**src/hw/rtl/rde_pkg.sv**
```systemverilog
// Shared types, constants and calendar tables for the RFC 822 date converter.
package rde_pkg;

   localparam int YEAR_W  = 14;
   localparam int ABBR_W  = 24;
   localparam int FIELD_W = 7;
   localparam int MONTH_W = 4;
   localparam int CENT_W  = 8;
   localparam int DOY_W   = 9;
   localparam int MLEN_W  = 5;
   localparam int DAYS_W  = 24;
   localparam int SECS_W  = 41;
   localparam int EPOCH_W = 38;
   localparam int STAT_W  = 3;
   localparam int NUM_MONTHS = 12;

   // floor(x / 25) for x below 4096 as (x * RECIP_25) >> RECIP_SHIFT.
   localparam int RECIP_W     = 12;
   localparam int RECIP_SHIFT = 16;
   localparam logic [RECIP_W-1:0] RECIP_25 = 12'd2622;
   localparam int QUOT_W = 2 * RECIP_W;

   localparam int EPOCH_SHIFT   = 719468;
   localparam int SECS_PER_DAY  = 86400;
   localparam int SECS_PER_HOUR = 3600;
   localparam int SECS_PER_MIN  = 60;
   localparam int DAYS_PER_YEAR = 365;
   localparam int YEARS_PER_CENT = 100;

   localparam logic [FIELD_W-1:0] MAX_HOUR   = 7'd23;
   localparam logic [FIELD_W-1:0] MAX_MINUTE = 7'd59;
   localparam logic [FIELD_W-1:0] MAX_SECOND = 7'd60;

   localparam logic [MONTH_W-1:0] MONTH_JAN = 4'd1;
   localparam logic [MONTH_W-1:0] MONTH_FEB = 4'd2;
   localparam logic [MONTH_W-1:0] MONTH_DEC = 4'd12;

   localparam logic [ABBR_W-1:0] MONTH_CODES [NUM_MONTHS] = '{
      24'h4A616E, 24'h466562, 24'h4D6172, 24'h417072, 24'h4D6179, 24'h4A756E,
      24'h4A756C, 24'h417567, 24'h536570, 24'h4F6374, 24'h4E6F76, 24'h446563
   };

   localparam logic [MLEN_W-1:0] MONTH_LEN [NUM_MONTHS] = '{
      5'd31, 5'd28, 5'd31, 5'd30, 5'd31, 5'd30,
      5'd31, 5'd31, 5'd30, 5'd31, 5'd30, 5'd31
   };

   // Day offset of each month's first day in a year that starts in March.
   localparam logic [DOY_W-1:0] MONTH_DOY [NUM_MONTHS] = '{
      9'd306, 9'd337, 9'd0, 9'd31, 9'd61, 9'd92,
      9'd122, 9'd153, 9'd184, 9'd214, 9'd245, 9'd275
   };

   typedef enum logic [STAT_W-1:0] {
      ST_OK    = 3'd0,
      ST_MONTH = 3'd1,
      ST_DAY   = 3'd2,
      ST_TIME  = 3'd3,
      ST_ZONE  = 3'd4,
      ST_EARLY = 3'd5
   } status_type;

   typedef struct packed {
      logic [YEAR_W-1:0]  year;
      logic [YEAR_W-1:0]  yadj;
      logic               yneg;
      logic [CENT_W-1:0]  c_year;
      logic [CENT_W-1:0]  c_yadj;
      logic [MONTH_W-1:0] month;
      logic [FIELD_W-1:0] day;
      logic [FIELD_W-1:0] hour;
      logic [FIELD_W-1:0] minute;
      logic [FIELD_W-1:0] second;
      logic               zone_ok;
   } decode_type;

   typedef struct packed {
      logic signed [DAYS_W-1:0] days;
      status_type         status;
      logic               yneg;
      logic [FIELD_W-1:0] hour;
      logic [FIELD_W-1:0] minute;
      logic [FIELD_W-1:0] second;
   } days_type;

   typedef struct packed {
      logic [SECS_W-1:0] secs;
      status_type        status;
      logic              yneg;
   } secs_type;

   function automatic logic [MONTH_W-1:0] month_decode(input logic [ABBR_W-1:0] abbr);
      logic [MONTH_W-1:0] m;
      m = '0;
      for (int i = 0; i < NUM_MONTHS; i++) begin
         if (abbr == MONTH_CODES[i]) begin
            m = MONTH_W'(i + 1);
         end
      end
      return m;
   endfunction

   function automatic logic [MLEN_W-1:0] month_length(input logic [MONTH_W-1:0] month,
                                                       input logic leap);
      logic [MONTH_W-1:0] idx;
      logic [MLEN_W-1:0]  len;
      idx = month - MONTH_W'(1);
      len = '0;
      if (month == MONTH_FEB && leap) begin
         len = 5'd29;
      end else if (month >= MONTH_JAN && month <= MONTH_DEC) begin
         len = MONTH_LEN[idx];
      end
      return len;
   endfunction

   function automatic logic [DOY_W-1:0] month_doy(input logic [MONTH_W-1:0] month);
      logic [MONTH_W-1:0] idx;
      logic [DOY_W-1:0]   doy;
      idx = month - MONTH_W'(1);
      doy = '0;
      if (month >= MONTH_JAN && month <= MONTH_DEC) begin
         doy = MONTH_DOY[idx];
      end
      return doy;
   endfunction

endpackage

```
**src/hw/rtl/rde_if.sv**
```systemverilog
// Request and response channel interfaces of the date converter.
interface rde_req_if;
   logic                          valid;
   logic                          ready;
   logic [rde_pkg::YEAR_W-1:0]    year;
   logic [rde_pkg::ABBR_W-1:0]    month_abbr;
   logic [rde_pkg::FIELD_W-1:0]   day;
   logic [rde_pkg::FIELD_W-1:0]   hour;
   logic [rde_pkg::FIELD_W-1:0]   minute;
   logic [rde_pkg::FIELD_W-1:0]   second;
   logic                          zone_is_utc;

   modport source (output valid, year, month_abbr, day, hour, minute, second, zone_is_utc,
                   input ready);
   modport sink (input valid, year, month_abbr, day, hour, minute, second, zone_is_utc,
                 output ready);
endinterface

interface rde_rsp_if;
   logic                          valid;
   logic                          ready;
   logic [rde_pkg::EPOCH_W-1:0]   epoch_seconds;
   logic [rde_pkg::STAT_W-1:0]    status;

   modport source (output valid, epoch_seconds, status, input ready);
   modport sink (input valid, epoch_seconds, status, output ready);
endinterface

```
**src/hw/rtl/rfc822_date_to_epoch.sv**
```systemverilog
// A transaction accepted on req_ch passes each register stage in turn; bubbles close up.
// Throughput: one transaction per cycle while rsp_ch is ready, through four register
// stages (decode, day count, seconds multiply, output), each with its own valid bit.
// Stalls on rsp_ch back up stage by stage; req_ch.ready drops only when all are full.
// Reset (synchronous, active high) clears the valid bits only; no clearing pass.
module rfc822_date_to_epoch (
   input  logic       clock,
   input  logic       reset,
   rde_req_if.sink    req_ch,
   rde_rsp_if.source  rsp_ch
);
   import rde_pkg::*;

   logic               a_valid;
   logic               a_ready;
   decode_type         a_data;
   logic               b_valid;
   logic               b_ready;
   days_type           b_data;
   logic               c_valid;
   logic               c_ready;
   secs_type           c_data;

   logic               d_vld_ff;
   status_type         d_status_ff;
   status_type         d_status_in;
   logic [EPOCH_W-1:0] d_epoch_ff;
   logic [EPOCH_W-1:0] d_epoch_in;

   rde_decode u_decode (
      .clock       (clock),
      .reset       (reset),
      .in_valid    (req_ch.valid),
      .in_ready    (req_ch.ready),
      .year        (req_ch.year),
      .month_abbr  (req_ch.month_abbr),
      .day         (req_ch.day),
      .hour        (req_ch.hour),
      .minute      (req_ch.minute),
      .second      (req_ch.second),
      .zone_is_utc (req_ch.zone_is_utc),
      .out_valid   (a_valid),
      .out_data    (a_data),
      .out_ready   (a_ready)
   );

   rde_days u_days (
      .clock     (clock),
      .reset     (reset),
      .in_valid  (a_valid),
      .in_ready  (a_ready),
      .in_data   (a_data),
      .out_valid (b_valid),
      .out_data  (b_data),
      .out_ready (b_ready)
   );

   rde_secs u_secs (
      .clock     (clock),
      .reset     (reset),
      .in_valid  (b_valid),
      .in_ready  (b_ready),
      .in_data   (b_data),
      .out_valid (c_valid),
      .out_data  (c_data),
      .out_ready (c_ready)
   );

   always_comb begin
      // A date before the epoch, including a year that underflows, is reported last.
      if (c_data.status == ST_OK && (c_data.yneg || c_data.secs[SECS_W-1])) begin
         d_status_in = ST_EARLY;
      end else begin
         d_status_in = c_data.status;
      end
      if (d_status_in == ST_OK) begin
         d_epoch_in = c_data.secs[EPOCH_W-1:0];
      end else begin
         d_epoch_in = '0;
      end
   end

   assign c_ready = !d_vld_ff || rsp_ch.ready;

   always_ff @(posedge clock) begin
      if (reset) begin
         d_vld_ff <= 1'b0;
      end else if (c_ready) begin
         d_vld_ff <= c_valid;
      end
   end

   always_ff @(posedge clock) begin
      if (c_ready && c_valid) begin
         d_status_ff <= d_status_in;
         d_epoch_ff  <= d_epoch_in;
      end
   end

   assign rsp_ch.valid         = d_vld_ff;
   assign rsp_ch.status        = d_status_ff;
   assign rsp_ch.epoch_seconds = d_epoch_ff;

   a_err_zero : assert property (@(posedge clock) disable iff (reset)
      (rsp_ch.valid && d_status_ff != ST_OK) |-> (d_epoch_ff == '0))
      else $error("failed transaction carries nonzero seconds");

   a_full_stall : assert property (@(posedge clock) disable iff (reset)
      !req_ch.ready |-> (a_valid && b_valid && c_valid && d_vld_ff && !rsp_ch.ready))
      else $error("request stalled while the pipeline has a free stage");

   a_reset_empty : assert property (@(posedge clock)
      (!reset && $past(reset)) |-> !rsp_ch.valid)
      else $error("response valid right after reset");
endmodule

```
**src/hw/rtl/rde_decode.sv**
```systemverilog
// First stage: month name decode, year adjust and century quotients.
module rde_decode (
   input  logic                        clock,
   input  logic                        reset,
   input  logic                        in_valid,
   output logic                        in_ready,
   input  logic [rde_pkg::YEAR_W-1:0]  year,
   input  logic [rde_pkg::ABBR_W-1:0]  month_abbr,
   input  logic [rde_pkg::FIELD_W-1:0] day,
   input  logic [rde_pkg::FIELD_W-1:0] hour,
   input  logic [rde_pkg::FIELD_W-1:0] minute,
   input  logic [rde_pkg::FIELD_W-1:0] second,
   input  logic                        zone_is_utc,
   output logic                        out_valid,
   output rde_pkg::decode_type         out_data,
   input  logic                        out_ready
);
   import rde_pkg::*;

   logic               vld_ff;
   decode_type         data_ff;
   decode_type         data_in;
   logic [MONTH_W-1:0] month;
   logic               jan_feb;
   logic [QUOT_W-1:0]  prod_year;
   logic [QUOT_W-1:0]  prod_yadj;

   assign month   = month_decode(month_abbr);
   assign jan_feb = (month == MONTH_JAN) || (month == MONTH_FEB);

   always_comb begin
      data_in.year    = year;
      // January and February count as the end of the previous year.
      data_in.yadj    = year - YEAR_W'(jan_feb);
      data_in.yneg    = jan_feb && (year == '0);
      data_in.month   = month;
      data_in.day     = day;
      data_in.hour    = hour;
      data_in.minute  = minute;
      data_in.second  = second;
      data_in.zone_ok = zone_is_utc;
      prod_year = QUOT_W'(year[YEAR_W-1:2]) * QUOT_W'(RECIP_25);
      prod_yadj = QUOT_W'(data_in.yadj[YEAR_W-1:2]) * QUOT_W'(RECIP_25);
      data_in.c_year = prod_year[RECIP_SHIFT +: CENT_W];
      data_in.c_yadj = prod_yadj[RECIP_SHIFT +: CENT_W];
   end

   assign in_ready = !vld_ff || out_ready;

   always_ff @(posedge clock) begin
      if (reset) begin
         vld_ff <= 1'b0;
      end else if (in_ready) begin
         vld_ff <= in_valid;
      end
   end

   always_ff @(posedge clock) begin
      if (in_ready && in_valid) begin
         data_ff <= data_in;
      end
   end

   assign out_valid = vld_ff;
   assign out_data  = data_ff;
endmodule

```
**src/hw/rtl/rde_days.sv**
```systemverilog
// Second stage: range checks and day count since the epoch.
module rde_days (
   input  logic                clock,
   input  logic                reset,
   input  logic                in_valid,
   output logic                in_ready,
   input  rde_pkg::decode_type in_data,
   output logic                out_valid,
   output rde_pkg::days_type   out_data,
   input  logic                out_ready
);
   import rde_pkg::*;

   logic                vld_ff;
   days_type            data_ff;
   days_type            data_in;
   logic [YEAR_W:0]     cent_x100;
   logic                div4;
   logic                div100;
   logic                leap;
   logic [MLEN_W-1:0]   mlen;
   logic                time_ok;
   logic [DAYS_W-1:0]   pos_sum;
   logic [DAYS_W-1:0]   neg_sum;

   always_comb begin
      cent_x100 = (YEAR_W + 1)'(in_data.c_year) * (YEAR_W + 1)'(YEARS_PER_CENT);
      div4      = (in_data.year[1:0] == 2'b00);
      div100    = (cent_x100 == {1'b0, in_data.year});
      // A century year is a leap year only when the century count divides by four.
      leap      = div4 && (!div100 || (in_data.c_year[1:0] == 2'b00));
      mlen      = month_length(in_data.month, leap);
      time_ok   = (in_data.hour <= MAX_HOUR) && (in_data.minute <= MAX_MINUTE)
                  && (in_data.second <= MAX_SECOND);

      pos_sum = DAYS_W'(in_data.yadj) * DAYS_W'(DAYS_PER_YEAR)
              + DAYS_W'(in_data.yadj[YEAR_W-1:2])
              + DAYS_W'(in_data.c_yadj[CENT_W-1:2])
              + DAYS_W'(month_doy(in_data.month))
              + DAYS_W'(in_data.day);
      neg_sum = DAYS_W'(in_data.c_yadj) + DAYS_W'(EPOCH_SHIFT + 1);

      data_in.days   = $signed(pos_sum - neg_sum);
      data_in.yneg   = in_data.yneg;
      data_in.hour   = in_data.hour;
      data_in.minute = in_data.minute;
      data_in.second = in_data.second;

      if (in_data.month == '0) begin
         data_in.status = ST_MONTH;
      end else if (in_data.day == '0 || MLEN_W'(in_data.day) > mlen
                   || in_data.day[FIELD_W-1:MLEN_W] != '0) begin
         data_in.status = ST_DAY;
      end else if (!time_ok) begin
         data_in.status = ST_TIME;
      end else if (!in_data.zone_ok) begin
         data_in.status = ST_ZONE;
      end else begin
         data_in.status = ST_OK;
      end
   end

   assign in_ready = !vld_ff || out_ready;

   always_ff @(posedge clock) begin
      if (reset) begin
         vld_ff <= 1'b0;
      end else if (in_ready) begin
         vld_ff <= in_valid;
      end
   end

   always_ff @(posedge clock) begin
      if (in_ready && in_valid) begin
         data_ff <= data_in;
      end
   end

   assign out_valid = vld_ff;
   assign out_data  = data_ff;
endmodule

```
**src/hw/rtl/rde_secs.sv**
```systemverilog
// Third stage: day count and time of day to signed seconds.
module rde_secs (
   input  logic              clock,
   input  logic              reset,
   input  logic              in_valid,
   output logic              in_ready,
   input  rde_pkg::days_type in_data,
   output logic              out_valid,
   output rde_pkg::secs_type out_data,
   input  logic              out_ready
);
   import rde_pkg::*;

   logic              vld_ff;
   secs_type          data_ff;
   secs_type          data_in;
   logic [SECS_W-1:0] day_secs;
   logic [SECS_W-1:0] tod_secs;

   always_comb begin
      // Two's complement product; the sign survives in the top bit.
      day_secs = SECS_W'(in_data.days) * SECS_W'(SECS_PER_DAY);
      tod_secs = SECS_W'(in_data.hour) * SECS_W'(SECS_PER_HOUR)
               + SECS_W'(in_data.minute) * SECS_W'(SECS_PER_MIN)
               + SECS_W'(in_data.second);
      data_in.secs   = day_secs + tod_secs;
      data_in.status = in_data.status;
      data_in.yneg   = in_data.yneg;
   end

   assign in_ready = !vld_ff || out_ready;

   always_ff @(posedge clock) begin
      if (reset) begin
         vld_ff <= 1'b0;
      end else if (in_ready) begin
         vld_ff <= in_valid;
      end
   end

   always_ff @(posedge clock) begin
      if (in_ready && in_valid) begin
         data_ff <= data_in;
      end
   end

   assign out_valid = vld_ff;
   assign out_data  = data_ff;
endmodule

```
**src/flat_wrapper.sv**
```systemverilog
// flat-port wrapper written by rule: the top's interface ports become plain ports
module rfc822_date_to_epoch_flat import rde_pkg::*;
  (clock, reset, req_ch_valid, req_ch_year, req_ch_month_abbr, req_ch_day, req_ch_hour, req_ch_minute, req_ch_second, req_ch_zone_is_utc, req_ch_ready, rsp_ch_valid, rsp_ch_epoch_seconds, rsp_ch_status, rsp_ch_ready);
  rde_req_if req_ch_i ();
  rde_rsp_if rsp_ch_i ();
  input  logic clock;
  input  logic reset;
  input wire logic [$bits(req_ch_i.valid)-1:0] req_ch_valid;
  input wire logic [$bits(req_ch_i.year)-1:0] req_ch_year;
  input wire logic [$bits(req_ch_i.month_abbr)-1:0] req_ch_month_abbr;
  input wire logic [$bits(req_ch_i.day)-1:0] req_ch_day;
  input wire logic [$bits(req_ch_i.hour)-1:0] req_ch_hour;
  input wire logic [$bits(req_ch_i.minute)-1:0] req_ch_minute;
  input wire logic [$bits(req_ch_i.second)-1:0] req_ch_second;
  input wire logic [$bits(req_ch_i.zone_is_utc)-1:0] req_ch_zone_is_utc;
  output wire logic [$bits(req_ch_i.ready)-1:0] req_ch_ready;
  output wire logic [$bits(rsp_ch_i.valid)-1:0] rsp_ch_valid;
  output wire logic [$bits(rsp_ch_i.epoch_seconds)-1:0] rsp_ch_epoch_seconds;
  output wire logic [$bits(rsp_ch_i.status)-1:0] rsp_ch_status;
  input wire logic [$bits(rsp_ch_i.ready)-1:0] rsp_ch_ready;
  assign req_ch_i.valid = req_ch_valid;
  assign req_ch_i.year = req_ch_year;
  assign req_ch_i.month_abbr = req_ch_month_abbr;
  assign req_ch_i.day = req_ch_day;
  assign req_ch_i.hour = req_ch_hour;
  assign req_ch_i.minute = req_ch_minute;
  assign req_ch_i.second = req_ch_second;
  assign req_ch_i.zone_is_utc = req_ch_zone_is_utc;
  assign req_ch_ready = req_ch_i.ready;
  assign rsp_ch_valid = rsp_ch_i.valid;
  assign rsp_ch_epoch_seconds = rsp_ch_i.epoch_seconds;
  assign rsp_ch_status = rsp_ch_i.status;
  assign rsp_ch_i.ready = rsp_ch_ready;
  rfc822_date_to_epoch u_core (.clock(clock), .reset(reset), .req_ch(req_ch_i), .rsp_ch(rsp_ch_i));
endmodule
```
**config.mk**
```make
export PLATFORM = sky130hd
export DESIGN_NAME = rfc822_date_to_epoch_flat
export DESIGN_NICKNAME = d
export VERILOG_FILES = /design/src/hw/rtl/rde_pkg.sv /design/src/hw/rtl/rde_if.sv /design/src/hw/rtl/rfc822_date_to_epoch.sv /design/src/hw/rtl/rde_decode.sv /design/src/hw/rtl/rde_days.sv /design/src/hw/rtl/rde_secs.sv /design/src/flat_wrapper.sv
export SDC_FILE = /design/constraint.sdc
export NUM_CORES = 1
export LEC_CHECK = 0
export BUFFER_PORTS_ARGS = -buffer_cell sky130_fd_sc_hd__buf_2
export CORE_UTILIZATION = 65
export DETAILED_ROUTE_END_ITERATION = 8
export GPL_ROUTABILITY_DRIVEN = 1
export GPL_TIMING_DRIVEN = 0
export MAX_ROUTING_LAYER = met4
export PLACE_DENSITY = 0.89
export RECOVER_POWER = 100
export SETUP_SLACK_MARGIN = 0.5
export SLEW_MARGIN = 40
export SYNTH_ARGS = -nofsm -noshare
export SYNTH_HDL_FRONTEND = slang
export SYNTH_SLANG_ARGS = --single-unit
```
**constraint.sdc**
```tcl
create_clock -name clock -period 11.8 [get_ports clock]
set_input_delay 0.59 -clock clock [delete_from_list [all_inputs] [get_ports clock]]
set_output_delay 0.59 -clock clock [all_outputs]
set_load 0.1 [all_outputs]
```
==> summary.txt <==
Critical path
  • Slowest stage delay, CP: 1.05 ns
  • CP most frequent cell: inv_1
  • CP startpoint: req_ch_month_abbr[4]
  • Crit Path Max Fanout: 7
  • Critical Path RT: 12.10 ns
  • Reg2reg start: u_core.u_decode.out_data[29]
  • Slowest cell on crit path: xnor2_1
  • Cells on worst reg2reg path: 29
  • Setup CP Type: in -> reg
  • Crit end category: flip-flop
  • Crit path launch type: primary input
  • Worst EP arrival: 9.78 ns

Synth
  • Syn avg cell area: 10.8 sq um
  • Synth area leader: ha_1
  • Yosys cell types: 75
  • Syn Inst Count: 2,369
  • Mapped Nets: 3,229
  • Number of flops mapped to enable cells by yosys: 211
  • Yosys Warn Count: 0
  • #FFs+latches synth: 215
  • Area contributors post-synth: ha_1, edfxtp_1, fa_1, inv_1, xnor2_1
  • Netlist Area Pre-Place: 25,600 sq um
  • Synth Flop Type: edfxtp_1
  • Sequential share of the synthesized area: 25.0%
  • Post-synth top area share: 25.5%
  • Async S/R FF share, synth: 0%

Floorplanning
  • Die Area: 40,200 sq um
  • Row count: 72
  • Starting Density: 66.2%
  • Core Box Area: 38,700 sq um
  • Top Ports: 114
  • Die Span Y: 201 microns
  • Die Wd: 201 microns

Place
  • RePlAce Congestion: 0.914
  • DP Area: 27,100 sq um
  • Post-DP HPWL: 43,100 microns
  • IO buf count: 113

Cells and area
  • Share of layout cells above drive strength 1: 4.42%
  • Utilization after layout: 71.2%
  • Layout net count: 3,378
  • Ant diodes: 0
  • Area Overhead vs Synth: 7.61%
  • Fin area: 27,600 sq um
  • FILL cells: 2,593

GRT
  • Vias in the first global route: 19,044
  • GRT Util Overall: 27.9%
  • Largest net degree at the start of global routing: 23
  • First-pass GRT wire length: 89,000 microns
  • Initial antenna violation count: 0
  • Gr ovfl total: 0

Timing
  • Final number of setup-violating endpoints: 0
  • Final Max Tran Viols: 11
  • Fin. Hold Viols: 0
  • RSZ-0062 raised after global routing: false
  • Tightest Pin Transition: 2.28 ns
  • Period minus WS final: 9.49 ns
  • Setup Skew: 0.0154 ns
  • Final worst-path cycle share: 80.4%
  • Fmax: 105 MHz
  • Post-route setup TNS: 0 ns
  • Slew HR: -53.1%

Clock network
  • Setup Buffers After CTS: 0
  • H-tree Lvls: 1
  • Num CTS Buffers: 24
  • CTS max path bufs: 3
  • CTS clk-pin slew, worst paths: 0.06 ns
  • Clk sink count: 215
  • Hold_buf cts: 0
  • PostCTS Resize Cnt: 0
  • CTS tree: yes
  • Worst-Skew Late Latency: 0.54 ns
  • Root buf cell: clkbuf_16

Detailed routing
  • Routed Antenna Nets: 0
  • DR DRC count: 0
  • Total Wirelength: 53,200 microns
  • Vias: 17,144
  • TritonRoute pass-1 iters: 5
  • First DRT Iteration DRCs: 877
  • Routed vias/inst: 5.62
  • Routed wire per std cell: 17.4 microns

Hold path
  • Hold path depth: 1
  • Hold_sp: req_ch_minute[1]
  • HP Class: in -> reg

Status
  • Violated checks: capacitance limit, slew limit
  • Outcome: finished, violations left

Flow run
  • Max Cap Viol: 2
## synthesized netlist by cell type, drive strengths merged (5+ instances only)
cell and count:
buf 5, a211oi 11, o211ai 7, edfxtp 211, xnor2 99, or3 13, nor2 59, and4 7
a21boi 6, nand3 35, or4 6, and3 13, clkbuf 14, nand2b 16, nor3 29, a21oi 81
o21a 13, fa 266, o21ai 40, xor2 53, a21o 47, inv 571, nor2b 17, o21bai 13
ha 523, nand4 15, nand2 63, nor4 12, and2 46, a31oi 14
## critical path, delay by kind of cell
| kind | cells | cell delay (ns) |
|---|---|---|
| buffers and inverters | 7 | 0.64 |
| adder cells (fa/ha/maj) | 8 | 3.16 |
| XOR/XNOR | 3 | 1.29 |
| AND/OR/NAND/NOR | 5 | 2.13 |
| AO/OA/AOI/OAI | 9 | 1.94 |
## layout by cell type, fill, tap and decap left out, drive strengths merged, types with 12 or more instances in the layout
cell and count:
fa 266, nand2b 16, inv 573, o21bai 13, nor2b 17, edfxtp 211, or3 13, xnor2 99
buf 57, nand2 63, nor2 59, nand4 15, a21oi 81, a31oi 14, and3 13, nand3 35
clkbuf 114, a21o 47, nor3 29, nor4 12, ha 523, xor2 53, o21ai 40, and2 46
o21a 13
## cell families after synthesis
group / synth area share (%)
adders and majority gates: 46.3
AOI/OAI and AO/OA: 7.08
buffers and inverters: 8.69
xor gates and xnor gates: 5.30
and+or+nand+nor: 7.56
muxes: 0.0391
DFF: 25.0
## state kept, by name, indices dropped and copies added (netlist names)
name / cells
u_core.u_days.out_data: 49
u_core.u_secs.out_data: 43
u_core.u_days.out_valid: 1
u_core.u_decode.out_data: 78
u_core.u_secs.out_valid: 1
u_core.rsp_ch.status: 3
u_core.rsp_ch.epoch_seconds: 38
u_core.u_decode.out_valid: 1
u_core.rsp_ch.valid: 1
## metrics by stage
stage	hold WS (ns)	setup slack [ns]	instances
after floorplan	0.400	3.46	2369
after global placement	0.401	2.15	3000
after detailed placement	0.405	2.29	3010
after CTS	0.210	2.78	3053
after global routing	0.212	1.79	3053
final	0.222	2.31	3053
## worst paths after layout
kind | endpoint | slack (ns)
setup reg to reg | u_core.u_days.out_data[47] | 3.40
hold reg to reg | u_core.u_days.out_data[16] | 0.42
setup / recovery | u_core.u_decode.out_data[40] | 2.31
hold / removal | u_core.u_decode.out_data[9] | 0.22
## metal layers
| metal | part of all wire [%] | vias to the layer above | GRT usage, % |
|---|---|---|---|
| li1 | - | 8143 | - |
| met1 | 39 | 8415 | 30.5 |
| met2 | 54 | 466 | 53.1 |
| met3 | 3.6 | 120 | 2.44 |
| met4 | 3.2 | 0 | 9.00 |
| met5 | 0 | - | - |
## cell type report
| class | count | area, sq um | area share, % |
|---|---|---|---|
| buffer | 19 | 82.6 | 0.299 |
| clock buffer | 29 | 619 | 2.25 |
| clock inverter | 14 | 168 | 0.608 |
| inverter | 571 | 2140 | 7.77 |
| multi-input combinational | 1564 | 17000 | 61.5 |
| sequential | 215 | 6420 | 23.3 |
| tap | 518 | 648 | 2.35 |
| timing repair buffer | 123 | 528 | 1.91 |
Power is not shown: default switching activity piles up to over one toggle a cycle in this logic, so the estimate is an artifact.
